File: src/sph_pkg.sv
// ----------------------------------------------------------------------------
// sph_pkg: shared types and constants for the density accumulator
// Holds the command type that crosses the front-to-back queue and the
// register index codes.
// ----------------------------------------------------------------------------
package sph_pkg;

  localparam int ACC_BITS_DEF = 48;
  localparam int OUT_BITS     = 48;
  localparam int CFG_IDX_BITS = 2;

  localparam logic [CFG_IDX_BITS-1:0] REG_MODE  = 2'd0;
  localparam logic [CFG_IDX_BITS-1:0] REG_INVR  = 2'd1;
  localparam logic [CFG_IDX_BITS-1:0] REG_POLY6 = 2'd2;
  localparam logic [CFG_IDX_BITS-1:0] REG_NEAR  = 2'd3;

  // one classified item: per-axis magnitude of the difference plus flags
  typedef struct packed {
    logic [32:0] mag_x;
    logic [32:0] mag_y;
    logic [32:0] mag_z;
    logic        has_nb;
    logic        last;
    logic        mode;
  } sph_cmd_t;

  typedef enum logic [3:0] {
    BK_IDLE, BK_MUL, BK_SQ, BK_SUM, BK_SQRT, BK_POW1, BK_POW2,
    BK_SCALE, BK_ACC, BK_SELF, BK_OUT
  } bk_state_t;

endpackage

File: src/sph_front.sv
// ----------------------------------------------------------------------------
// sph_front: input stage
// Accepts items, forms exact position differences and their magnitudes.
// ----------------------------------------------------------------------------
module sph_front
  import sph_pkg::*;
(
  input  logic               clk,
  input  logic               rst_n,
  input  logic               in_valid,
  output logic               in_ready,
  input  logic signed [31:0] in_center_x,
  input  logic signed [31:0] in_center_y,
  input  logic signed [31:0] in_center_z,
  input  logic signed [31:0] in_neighbor_x,
  input  logic signed [31:0] in_neighbor_y,
  input  logic signed [31:0] in_neighbor_z,
  input  logic               in_has_neighbor,
  input  logic               in_is_last,
  input  logic               mode,
  output logic               cmd_valid,
  input  logic               cmd_ready,
  output sph_cmd_t           cmd
);

  sph_cmd_t cmd_r;
  logic     valid_r;

  function automatic logic [32:0] absdiff(input logic signed [31:0] n,
                                          input logic signed [31:0] c);
    logic signed [32:0] d;
    d = 33'(n) - 33'(c);
    absdiff = d[32] ? 33'(-d) : d;
  endfunction

  assign in_ready  = !valid_r || cmd_ready;
  assign cmd_valid = valid_r;
  assign cmd       = cmd_r;

  always_ff @(posedge clk) begin
    if (!rst_n) begin
      valid_r <= 1'b0;
    end else if (in_ready) begin
      valid_r <= in_valid;
    end
  end

  always_ff @(posedge clk) begin
    if (in_valid && in_ready) begin
      cmd_r.mag_x  <= absdiff(in_neighbor_x, in_center_x);
      cmd_r.mag_y  <= absdiff(in_neighbor_y, in_center_y);
      cmd_r.mag_z  <= absdiff(in_neighbor_z, in_center_z);
      cmd_r.has_nb <= in_has_neighbor;
      cmd_r.last   <= in_is_last;
      cmd_r.mode   <= mode;
    end
  end

endmodule

File: config.mk
export PLATFORM = sky130hd
export DESIGN_NAME = sph_front
export DESIGN_NICKNAME = d
export VERILOG_FILES = /design/src/sph_pkg.sv /design/src/sph_front.sv
export SDC_FILE = /design/constraint.sdc
export NUM_CORES = 1
export LEC_CHECK = 0
export ABC_AREA = 1
export BUFFER_PORTS_ARGS = -buffer_cell sky130_fd_sc_hd__buf_2
export CAP_MARGIN = 20
export CELL_PAD_IN_SITES_DETAIL_PLACEMENT = 2
export CELL_PAD_IN_SITES_GLOBAL_PLACEMENT = 2
export CORE_ASPECT_RATIO = 1.75
export CORE_MARGIN = 2
export CORE_UTILIZATION = 29
export DETAILED_ROUTE_END_ITERATION = 16
export GPL_ROUTABILITY_DRIVEN = 0
export PLACE_DENSITY = 0.86
export SLEW_MARGIN = 30
export SYNTH_ARGS = -nofsm -noshare
export SYNTH_HDL_FRONTEND = slang
export SYNTH_SLANG_ARGS = --single-unit
export TNS_END_PERCENT = 30
File: constraint.sdc
create_clock -name clk -period 9.3 [get_ports clk]
set_clock_uncertainty 0.05 [all_clocks]
set_input_delay 2.325 -clock clk [delete_from_list [all_inputs] [get_ports clk]]
set_output_delay 2.325 -clock clk [all_outputs]
set_load 0.1 [all_outputs]
# Word level (Yosys, flattened, before mapping)
# Index checks and enable logic that the tools add are counted.
[word_totals] register_bits=103 in_bits=199 out_inout_bits=104
[classes] n_addsub=6 n_mux=3 n_reduce_logical=3
[op_table] cell="$neg A33 Y33" n=3
[op_table] cell="$sub A32 B32 Y33" n=3
[op_table] cell="$mux W32" n=3
[op_table] cell="$logic_and A1 B1 Y1" n=1
[op_table] cell="$logic_not A1 Y1" n=1
[op_table] cell="$logic_or A1 B1 Y1" n=1

# Longest topological paths before layout
[logic_depth] ltp_word=3 ltp_mapped=21

# Least setup slack after synthesis
# No wires, ideal clock.
[synth_path] kind="input to register" startpoint="in in_valid" endpoint="reg cmd_r, in the netlist cmd[0], enable pin" setup_time_ns=0.595 t_arrival_ns=7.285 t_required_ns=8.655 setup_slack_ns=1.370 stages=2 n_path_buf=0 cell_sequence="inv_1 > a21oi_1"
[synth_between] elab_chain_len=1
[synth_lines] element="start: declaration" line_no="sph_front.sv:10" text="input logic in_valid,"
[synth_lines] element="$logic_and A1 B1 Y1" line_no="sph_front.sv:49" text="if (in_valid && in_ready) begin"
[synth_lines] element="end: declaration" line_no="sph_front.sv:26" text="sph_cmd_t cmd_r;"
# No other way between the ends.
# A chain may end at the register's enable or synchronous reset.

# Final worst setup path
[layout_path] startpoint="in in_center_z[15]" endpoint="reg cmd_r, in the netlist cmd[33] (data pin)"
[layout_between] elab_chain_len=3
[layout_lines] element="start: declaration" line_no="sph_front.sv:14" text="input logic signed [31:0] in_center_z,"
[layout_lines] element="$sub A32 B32 Y33 (*)" line_no="sph_front.sv:32" text="d = 33'(n) - 33'(c);"
[layout_lines] element="$neg A33 Y33" line_no="sph_front.sv:33" text="absdiff = d[32] ? 33'(-d) : d;"
[layout_lines] element="$mux W32 (*)" line_no="sph_front.sv:33"
# Mark *: on every way between the ends. The rest lies on a longest branch, timed or not.

==> results_dict.tcl <==
set metrics [dict create \
    outcome "finished, final reports clean" \
    worstSkewPairLatency_ns 0.38 \
    initial_core_util_pct 29.36 \
    synth_compound_area_share_pct 3.815 \
    grt_max_degree 64 \
    endpoint_kind "register" \
    cap_violations 0 \
    tightestPinTransition_ns 0.8584 \
    cts_buffers 9 \
    fmax_mhz 175.6 \
    syn-cell-area_mm2 0.01456 \
    grt_use_total_pct 26.25 \
    drt-initial-drc-count 527 \
    total_power_mw 2.834 \
    slowest_delay_ns 0.47 \
    fin_area_mm2 0.01716 \
    antenna_found_initial 0 \
    fin_crit_sh_pct 61.25 \
    rr_startpoint "cmd_valid$_SDFFE_PN0N_" \
    crit_chain "buf_2, inv_1, ha_1, nand2_1, nor2_1, inv_1, nor2_1, nand3_1, nand3_1, nand2_1, nand2_1, nand2_1, nor2_1, nand3_1, nand2_1, nand3_1, nand2_1, inv_1" \
    die_width_um 173.4 \
    synthAdderAreaFrac_pct 8.919 \
    seq_area_frac_synth_pct 21.17 \
    drive_above_1_share_pct 13.91 \
    ctsHoldBuffers 0 \
    yosysWarnings 0 \
    cp.arrival_ns 5.80 \
    drc 0 \
    synthDistinctLibCells 35 \
    fp-row-count 108 \
    overflow 0 \
    irDropWorstVdd_mv 0.08578 \
    powerDensity_mw_per_mm2 165.2 \
    synth_top_family_by_area "simple AND/OR/NAND/NOR gates" \
    start_kind "primary input" \
    vias_per_cell 4.966 \
    final_common_cell "nand2_1" \
    crit_slowest_cell "nor2_1" \
    fin_nets 3172 \
    synthMuxAreaShare_pct 0 \
    grt_pass1_wl_um 106900 \
    report.final.slew_viol_count 0 \
    cts.root.buffer_cell "clkbuf_16" \
    hp-class "reg -> reg" \
    ant_nets 0 \
    vias 17560 \
    crit_fanout 6 \
    cp-startpoint "in_center_z[15]" \
    cts_setup_buffers 0 \
    reg2reg_slack_ns 7.44 \
    clockBufferDepth 2 \
    r2r_cells 2 \
    clock-sinks 103 \
    die_y_um 300.4 \
    synth_xor_area_share_pct 4.270 \
    synth-simple-area-share_pct 46.59 \
    die_area_mm2 0.05209 \
    timing.rr.end "cmd[72]$_DFFE_PP_" \
    cts_resized 0 \
    area_growth_pct 17.83 \
    syn_inst 2564 \
    drt_wl_total_um 68470 \
    tns_ns 0 \
    htreeDepth 3 \
    first_pass_iters 5 \
    synthesis.nets 2865 \
    ys_ff_latch 103 \
    finalHoldViolCount 0 \
    criticalPathCategory "in -> reg" \
    setup_violations 0 \
    leakagePower_nw 10.09 \
    core_mm2 0.04959 \
    cts_tree "done" \
    drt-wirelength-per-cell_um 19.36 \
    final_cell_mix "nand2_1 (1028), inv_1 (566), buf_2 (302)" \
    portBuffers 302 \
    grt_pass1_vias 20170 \
    cts.clk_slew.worst_paths_ns 0.08 \
    slew_headroom_pct 42.77 \
    crit_required_ns 9.41 \
    io_pins 303 \
    antenna_cells 0 \
    postPlaceCellArea_mm2 0.01686 \
    crit_top_cell "nand2_1" \
    finalCriticalPeriod_ns 5.696 \
    crit_path_end "cmd[33]$_DFFE_PP_" \
    hpwl_um 60400 \
    rsz0062_at_grt "no" \
    syn_avg_cell_area_um2 5.679 \
]
==> worst max-delay path, delay by kind of cell <==
family / cells / cell delay, ns
simple gates: 13 / 2.77
fa+ha+maj: 1 / 0.42
buf+inv: 4 / 0.27
==> flip-flops by register name, indices dropped and copies added (netlist names) <==
signal	flops
cmd	102
cmd_valid	1
==> layout make-up <==
type,count,area [um^2]
Multi-Input combinational cell,1880,9271
Inverter,572,2147
Clock buffer,10,229.0
Fill cell,6621,32430
Tap cell,660,825.8
Timing Repair Buffer,305,1534
Clock inverter,6,67.56
Sequential cell,103,3083
==> report_power, final <==
part           switching, mW  leakage [nW]  internal [mW]
combinational           1.36          8.95          0.377
sequential            0.0476         0.994          0.633
clock                  0.206         0.146          0.211
total                   1.61          10.1           1.22
==> cells in the mapped netlist <==
| library cell | number | area share [%] |
|---|---|---|
| buf_6 | 3 | 0.23 |
| a21boi_0 | 3 | 0.15 |
| inv_2 | 6 | 0.15 |
| o21ai_1 | 1 | 0.034 |
| dfxtp_1 | 1 | 0.14 |
| nor3_2 | 5 | 0.34 |
| xor2_1 | 46 | 2.8 |
| a211oi_1 | 1 | 0.052 |
| o21bai_1 | 4 | 0.21 |
| nor2_2 | 14 | 0.60 |
| nand2_2 | 33 | 1.4 |
| nor3_1 | 27 | 0.93 |
| nand3_1 | 197 | 6.8 |
| nor2_4 | 5 | 0.39 |
| nand2_4 | 1 | 0.077 |
| a21oi_2 | 1 | 0.060 |
| and2_1 | 13 | 0.56 |
| o21ai_0 | 15 | 0.52 |
| edfxtp_1 | 102 | 21 |
| nand4_1 | 38 | 1.6 |
| fa_1 | 3 | 0.41 |
| nand3b_1 | 21 | 1.1 |
| o31ai_1 | 2 | 0.10 |
| a21oi_1 | 67 | 2.3 |
| inv_1 | 566 | 15 |
| buf_2 | 3 | 0.10 |
| nand3_2 | 12 | 0.82 |
| xnor2_1 | 25 | 1.5 |
| o211ai_1 | 1 | 0.052 |
| nand2_1 | 1028 | 26 |
| buf_4 | 3 | 0.15 |
| a21o_1 | 3 | 0.15 |
| o21ai_2 | 3 | 0.18 |
| nor2_1 | 212 | 5.5 |
| ha_1 | 99 | 8.5 |
==> how the worst min path moves through the flow <==
stage | cells past startpoint | end | from | slack, ns
after CTS | 2 | cmd_valid$_SDFFE_PN0N_ | cmd_valid$_SDFFE_PN0N_ | 0.51
after global routing | 2 | cmd_valid$_SDFFE_PN0N_ | cmd_valid$_SDFFE_PN0N_ | 0.53
after global placement | 2 | cmd_valid$_SDFFE_PN0N_ | cmd_valid$_SDFFE_PN0N_ | 0.47
after floorplan | 2 | cmd_valid$_SDFFE_PN0N_ | cmd_valid$_SDFFE_PN0N_ | 1.65
after detailed placement | 2 | cmd_valid$_SDFFE_PN0N_ | cmd_valid$_SDFFE_PN0N_ | 0.49
final | 2 | cmd_valid$_SDFFE_PN0N_ | cmd_valid$_SDFFE_PN0N_ | 0.50
==> through the flow <==
| stage | setup WS, ns | cells | hold slack (ns) | utilization [%] |
|---|---|---|---|---|
| after floorplan | 1.370 | 2564 | 1.654 | - |
| after global placement | 3.603 | 3520 | 0.4734 | 34.00 |
| after detailed placement | 3.466 | 3520 | 0.4945 | 34.00 |
| after CTS | 3.886 | 3536 | 0.5055 | 34.60 |
| after global routing | 3.442 | 3536 | 0.5280 | 34.60 |
| final | 3.604 | 3536 | 0.5023 | 34.60 |
==> per-layer routing <==
layer / global-route usage (%) / vias to the layer above / wire length, um
met2: 53.90 / 453 / 38380
li1: - / 8417 / -
met3: 3.611 / 190 / 2412
met4: 16.55 / 0 / 4701
met5: 0 / - / 0
met1: 23.56 / 8499 / 22980
==> kinds of logic after synthesis <==
kind of cell | count (synthesis)
AO/OA/AOI/OAI | 101
AND/OR/NAND/NOR | 1606
XOR/XNOR | 71
flip-flops | 103
buffers and inverters | 581
adder cells (fa/ha/maj) | 102
No activity file was read; power rests on OpenSTA's default activity.
