## src/sph_pkg.sv

```systemverilog
// ----------------------------------------------------------------------------
// sph_pkg: shared types and constants for the density accumulator
// Holds the command type that crosses the front-to-back queue and the
// register index codes.
// ----------------------------------------------------------------------------
package sph_pkg;

  localparam int ACC_BITS_DEF = 48;
  localparam int OUT_BITS     = 48;
  localparam int CFG_IDX_BITS = 2;

  localparam logic [CFG_IDX_BITS-1:0] REG_MODE  = 2'd0;
  localparam logic [CFG_IDX_BITS-1:0] REG_INVR  = 2'd1;
  localparam logic [CFG_IDX_BITS-1:0] REG_POLY6 = 2'd2;
  localparam logic [CFG_IDX_BITS-1:0] REG_NEAR  = 2'd3;

  // one classified item: per-axis magnitude of the difference plus flags
  typedef struct packed {
    logic [32:0] mag_x;
    logic [32:0] mag_y;
    logic [32:0] mag_z;
    logic        has_nb;
    logic        last;
    logic        mode;
  } sph_cmd_t;

  typedef enum logic [3:0] {
    BK_IDLE, BK_MUL, BK_SQ, BK_SUM, BK_SQRT, BK_POW1, BK_POW2,
    BK_SCALE, BK_ACC, BK_SELF, BK_OUT
  } bk_state_t;

endpackage

```

## src/sph_queue.sv

```systemverilog
// ----------------------------------------------------------------------------
// sph_queue: two-entry command queue
// Decouples the input stage from the kernel engine.
// ----------------------------------------------------------------------------
module sph_queue
  import sph_pkg::*;
(
  input  logic     clk,
  input  logic     rst_n,
  input  logic     wr_valid,
  output logic     wr_ready,
  input  sph_cmd_t wr_data,
  output logic     rd_valid,
  input  logic     rd_ready,
  output sph_cmd_t rd_data
);

  sph_cmd_t  mem_r [2];
  logic      wp_r, rp_r;
  logic [1:0] cnt_r;
  logic      wr_en, rd_en;

  assign wr_ready = cnt_r != 2'd2;
  assign rd_valid = cnt_r != 2'd0;
  assign rd_data  = mem_r[rp_r];
  assign wr_en    = wr_valid && wr_ready;
  assign rd_en    = rd_valid && rd_ready;

  always_ff @(posedge clk) begin
    if (!rst_n) begin
      wp_r  <= 1'b0;
      rp_r  <= 1'b0;
      cnt_r <= 2'd0;
    end else begin
      if (wr_en) wp_r <= !wp_r;
      if (rd_en) rp_r <= !rp_r;
      cnt_r <= cnt_r + 2'(wr_en) - 2'(rd_en);
    end
  end

  always_ff @(posedge clk) begin
    if (wr_en) mem_r[wp_r] <= wr_data;
  end

`ifndef NO_ASSERTIONS
  a_no_ovf: assert property (@(posedge clk) disable iff (!rst_n)
    cnt_r == 2'd2 |-> !wr_ready) else $error("queue overflow");
  a_cnt: assert property (@(posedge clk) disable iff (!rst_n)
    cnt_r != 2'd3) else $error("queue count out of range");
  a_empty: assert property (@(posedge clk) disable iff (!rst_n)
    (cnt_r == 2'd0 && !wr_en) |=> !rd_valid) else $error("phantom read");
`endif

endmodule

```

## config.mk

```make
export PLATFORM = sky130hd
export DESIGN_NAME = sph_queue
export DESIGN_NICKNAME = d
export VERILOG_FILES = /design/src/sph_pkg.sv /design/src/sph_queue.sv
export SDC_FILE = /design/constraint.sdc
export NUM_CORES = 1
export LEC_CHECK = 0
export BUFFER_PORTS_ARGS = -buffer_cell sky130_fd_sc_hd__buf_2
export CAP_MARGIN = 40
export CORE_ASPECT_RATIO = 0.75
export CORE_MARGIN = 8
export CORE_UTILIZATION = 47
export DETAILED_ROUTE_END_ITERATION = 10
export GPL_ROUTABILITY_DRIVEN = 0
export GPL_TIMING_DRIVEN = 0
export PLACE_DENSITY_LB_ADDON = 0.25
export SYNTH_ARGS = -nofsm -noshare
export SYNTH_HDL_FRONTEND = slang
export SYNTH_SLANG_ARGS = --single-unit
```

## constraint.sdc

```tcl
create_clock -name clk -period 3.64 [get_ports clk]
set_input_delay 0.182 -clock clk [delete_from_list [all_inputs] [get_ports clk]]
set_output_delay 0.182 -clock clk [all_outputs]
set_load 0.01 [all_outputs]
```

======== Word-level counts from Yosys, hierarchy flattened ========
Memory sizes are Yosys's and may differ from the RTL's. A register that Yosys moved wholly into a read port is not among the register bits.
Index checks and enable logic that the tools add are counted.
storage, ports and cells
  bits in writable memories ............... 204
  memories kept ........................... 1
  bits in registers ....................... 4
  logic and storage cells ................. 16
  input port bits ......................... 106
cells by class
  add/sub/neg operators ................... 2
  reduce and logical (&&, ||, !) cells .... 5
  equality and inequality tests ........... 1
  mux-type cells .......................... 4
memory list
  memory  words  width  rd ports  clocked after memory_dff  wr ports  RTL line         text
  mem_r   2      102    1         1                         1         sph_queue.sv:18  sph_cmd_t mem_r [2];
operators with widths
  operator            number
  $mux 1              4
  $add 2x1->2         1
  $logic_and 1x1->1   2
  $logic_not 1->1     2
  $ne 2x2->1 const B  1
  $reduce_bool 2->1   1
  $sub 2x1->2         1

======== Logic depth before layout (Yosys ltp) ========
  depth in word-level cells ............... 4
  gate-level depth with buffers ........... 6
  depth with buffers taken out ............ 6

======== Least setup slack after synthesis ========
OpenSTA, ideal clock, no wires.
  kind .................................... register -> register
  from .................................... register cnt_r[0]
  to ...................................... memory mem_r[1][0] (netlist bit) (enable)
  buffers on the path ..................... 0
  arrival ................................. 3.043 ns
  cell stages (with the launch flop) ...... 3
  path slack .............................. 0.124 ns
  clock period less this slack ............ 3.516 ns
  cells stage by stage .................... dfxtp_1 -> nand2b_1 -> and3_1
between the ends
  longest elaborated chain between the ends .. 4
RTL lines
  what                          RTL line         text
  from (decl)                   sph_queue.sv:20  logic [1:0] cnt_r;
  from (signal assigned)        sph_queue.sv:37  cnt_r <= cnt_r + 2'(wr_en) - 2'(rd_en);
  $ne 2x2->1                    sph_queue.sv:23  assign wr_ready = cnt_r != 2'd2;
  net wr_ready                  sph_queue.sv:11  output logic wr_ready,
  $logic_and 1x1->1             sph_queue.sv:26  assign wr_en = wr_valid && wr_ready;
  $mux 1                        sph_queue.sv:42  if (wr_en) mem_r[wp_r] <= wr_data;
  $mux 1 (not written as such)  sph_queue.sv:42
  to (decl)                     sph_queue.sv:18
The timed path passes the listed nets, and every way through them passes these cells.

======== Worst setup path after layout ========
  from .................................... register cnt_r[0]
  to ...................................... memory mem_r[1][92] (netlist bit) (enable)
between the ends
  longest elaborated chain between the ends .. 4
RTL lines
  what                          RTL line
  $ne 2x2->1                    sph_queue.sv:23
  $logic_and 1x1->1             sph_queue.sv:26
  $mux 1                        sph_queue.sv:42
  $mux 1 (not written as such)  sph_queue.sv:42
No other way between the ends.

==> impl_metrics.py <==
metrics = {
    "final_layout": {
        "final_common_cell": "buf_2",
        "final_cell_area_um2": 10700,
        "fin_cells": 910,
        "fillers": 1072,
        "area_delta_synth_final_pct": 40.4,
        "nets": 791,
        "multi_input_area_um2": 1310,
        "final-seq-area_um2": 6230,
        "layout.cells.most_common_list": "buf_2 (211), edfxtp_1 (204), dlygate4sd3_1 (103)",
        "layout-drive-gt1-share": 0.406,
    },
    "timing": {
        "setup_violations": 0,
        "fin_ws_ps": 1610,
        "whs_ps": 108,
        "rsz0062_at_grt": "false",
        "layout_min_cycle_time_ps": 2030,
        "clock_skew_ps": 13.7,
        "drv_slew": 0,
        "slew_headroom": 0.495,
        "tns_ps": 0,
        "fmax_mhz": 492,
        "finalCritPeriodShare": 0.558,
        "worstMarginPinSlew_ps": 758,
        "final_hold_viol_count": 0,
    },
    "floorplan": {
        "initial_utilization": 0.479,
        "num_rows": 40,
        "die-area_um2": 20600,
        "die_y_um": 126,
        "die_w_um": 163,
        "io_pins": 210,
        "core_area_um2": 16000,
    },
    "global_route": {
        "grt_pass1_vias": 4839,
        "grt_max_degree": 54,
        "antenna_found_initial": 1,
        "grt_usage": 0.156,
        "grt_pass1_wl_um": 25700,
        "grt_overflow_total": 0,
    },
    "cts": {
        "numCtsBuffers": 21,
        "cts_sinks": 209,
        "clk_pin_slew_ps": 60,
        "htreeDepth": 1,
        "cts.root.buffer_cell": "clkbuf_16",
        "cts-resized-gates": 0,
        "cts.path.max_buffers": 3,
        "cts_tree": "yes",
        "worstSkewPairLatency_ps": 490,
    },
    "worst_setup_path": {
        "crit_start": "cnt_r[0]$_SDFF_PN0_",
        "r2r_end": "mem_r[1][92]$_DFFE_PP_",
        "endpoint_kind": "register",
        "path_buf_inv": 1,
        "crit_slowest_cell": "and3_4",
        "path_class": "reg2reg",
        "critPathTopFamily": "simple AND/OR/NAND/NOR gates",
        "rr_startpoint": "cnt_r[0]$_SDFF_PN0_",
        "critPathArrivalTime_ps": 2190,
        "ff2ff_path_depth": 3,
        "cp_cell_sequence": "nand2b_1 -> and3_4 -> buf_16",
        "max_stage_delay_ps": 690,
        "crit_path_start_kind": "register",
        "required_ps": 3800,
        "ff2ff_setup_slack_ps": 1610,
        "cp_max_fo": 53,
    },
    "placed_design": {
        "pre_cts_slack_ps": 1590,
        "hpwl_um": 10300,
        "dp_cells": 768,
        "port_buffers": 209,
        "placed_cell_area_um2": 9020,
    },
    "pwr": {
        "internal_power_mw": 4.83,
        "ir_drop_v": 0.000473,
        "seq_power_share": 0.463,
        "clkPwrFrac": 0.331,
        "power_frac_comb": 0.207,
        "netSwitchingPower_mw": 1.61,
        "p_leak_nw": 4.09,
        "sw_frac_of_total": 0.250,
        "power_density_nw_per_um2": 600,
    },
    "job": {
        "max_cap_violations": 0,
    },
    "synth": {
        "yosysSeqAreaShare": 0.814,
        "synthesis.area_um2": 7650,
        "synth_fp_nets": 454,
        "synthTopCellsByArea": "edfxtp_1 (80%), mux2_1 (11%), mux2_2 (3.8%)",
        "post_synth_num_cell_types": 26,
        "synth_top_cell_by_area": "edfxtp_1",
        "syn_area_per_cell_um2": 22.0,
        "yosysWarningCount": 0,
        "synthCells": 347,
        "synth_top_area_frac": 0.801,
        "ys_seq_elements": 209,
    },
    "status": {
        "outcome": "finished clean",
    },
    "routing": {
        "wire_per_inst_um": 18.4,
        "drc": 0,
        "dr.pass1.iters": 4,
        "num_vias": 4408,
        "routed_wl_um": 16800,
        "vias_per_cell": 4.84,
        "drt_iter0_drc": 264,
        "ant_nets": 0,
    },
    "min_path": {
        "hold_depth": 3,
        "min_path_type": "in2reg",
        "worstHoldStart": "wr_valid",
        "min_to": "wp_r$_SDFFE_PN0P_",
    },
}
==> cell usage after synthesis, drive strengths merged <==
| cell | instances |
|---|---|
| a21bo | 1 |
| a21oi | 1 |
| and2 | 1 |
| and3 | 2 |
| buf | 11 |
| dfxtp | 5 |
| edfxtp | 204 |
| ha | 1 |
| inv | 2 |
| mux2 | 102 |
| nand2b | 1 |
| nand3 | 1 |
| nand3b | 1 |
| nor2 | 4 |
| nor2b | 1 |
| nor3 | 1 |
| nor4 | 1 |
| nor4bb | 1 |
| o21ai | 2 |
| o21ba | 1 |
| o31a | 1 |
| or2 | 1 |
| xor2 | 1 |
==> area by class of cell <==
class	count	area share
diodes	1	0.000233
plain buffers	11	0.0100
clock buffers	26	0.0507
clock inverters	12	0.0132
inverters	2	0.000932
multi-input cells	125	0.122
flip-flops and latches	209	0.580
well taps	210	0.0245
repair buffers	314	0.199
==> worst max-delay path by stage <==
stage,end,slack (ps),depth (start not counted)
CTS,mem_r[1][38]$_DFFE_PP_,1570,3
global placement,mem_r[1][95]$_DFFE_PP_,-1010,2
finish,mem_r[1][92]$_DFFE_PP_,1610,3
global route,mem_r[0][59]$_DFFE_PP_,1460,4
floorplan,mem_r[1][0]$_DFFE_PP_,120,2
detailed placement,mem_r[1][95]$_DFFE_PP_,1590,3
==> metal layers <==
layer / share of wire / up-vias / global-route usage / wire length [µm]
li1: - / 2060 / - / -
met5: 0.00060 / - / 0 / 10
met4: 0.018 / 2 / 0.0339 / 298
met3: 0.082 / 27 / 0.0524 / 1380
met1: 0.41 / 2163 / 0.189 / 6850
met2: 0.49 / 156 / 0.267 / 8240
==> logic make-up after synthesis <==
logic type | Yosys count | share of synthesized area
adders and majority gates | 1 | 0.00164
xor gates and xnor gates | 1 | 0.00115
DFF | 209 | 0.814
AOI/OAI and AO/OA | 6 | 0.00573
muxes | 102 | 0.150
buffers and inverters | 13 | 0.0151
and+or+nand+nor | 15 | 0.0119
==> worst register-to-register path: cells and delay by family, from the launching register on <==
family / cells / cell delay (ps)
AND/OR/NAND/NOR: 2 / 910
flip-flops: 1 / 420
buffers and inverters: 1 / 350
==> power by group through the flow <==
| stage | sequential [mW] | combinational, mW | clock (mW) |
|---|---|---|---|
| floorplan | 3.03 | 0.735 | 0 |
| global placement | 3.05 | 1.21 | 0 |
| detailed placement | 3.03 | 1.25 | 0 |
| CTS | 2.98 | 1.35 | 2.17 |
| global route | 3.00 | 1.44 | 2.26 |
| finish | 2.98 | 1.33 | 2.13 |
==> through the flow <==
stage | total power, mW | utilization
final | 6.44 | 0.672
after global routing | 6.70 | 0.672
after CTS | 6.49 | 0.672
after detailed placement | 4.28 | 0.565
after global placement | 4.26 | 0.561
after floorplan | 3.76 | -
==> repair_timing <==
action / 4_1_cts / 5_1_grt
hold buffers: 103 / 0
endpoints found under the hold margin: 207 / 0
setup buffers: 0 / 0
setup endpoints to repair: 0 / 0
==> flip-flops by register name (all words and copies together), names as in the netlist, named ones only <==
| register | flops |
|---|---|
| wp_r | 1 |
| rp_r | 1 |
| cnt_r | 2 |
| mem_r | 204 |
(Power assumes the default switching activity.)
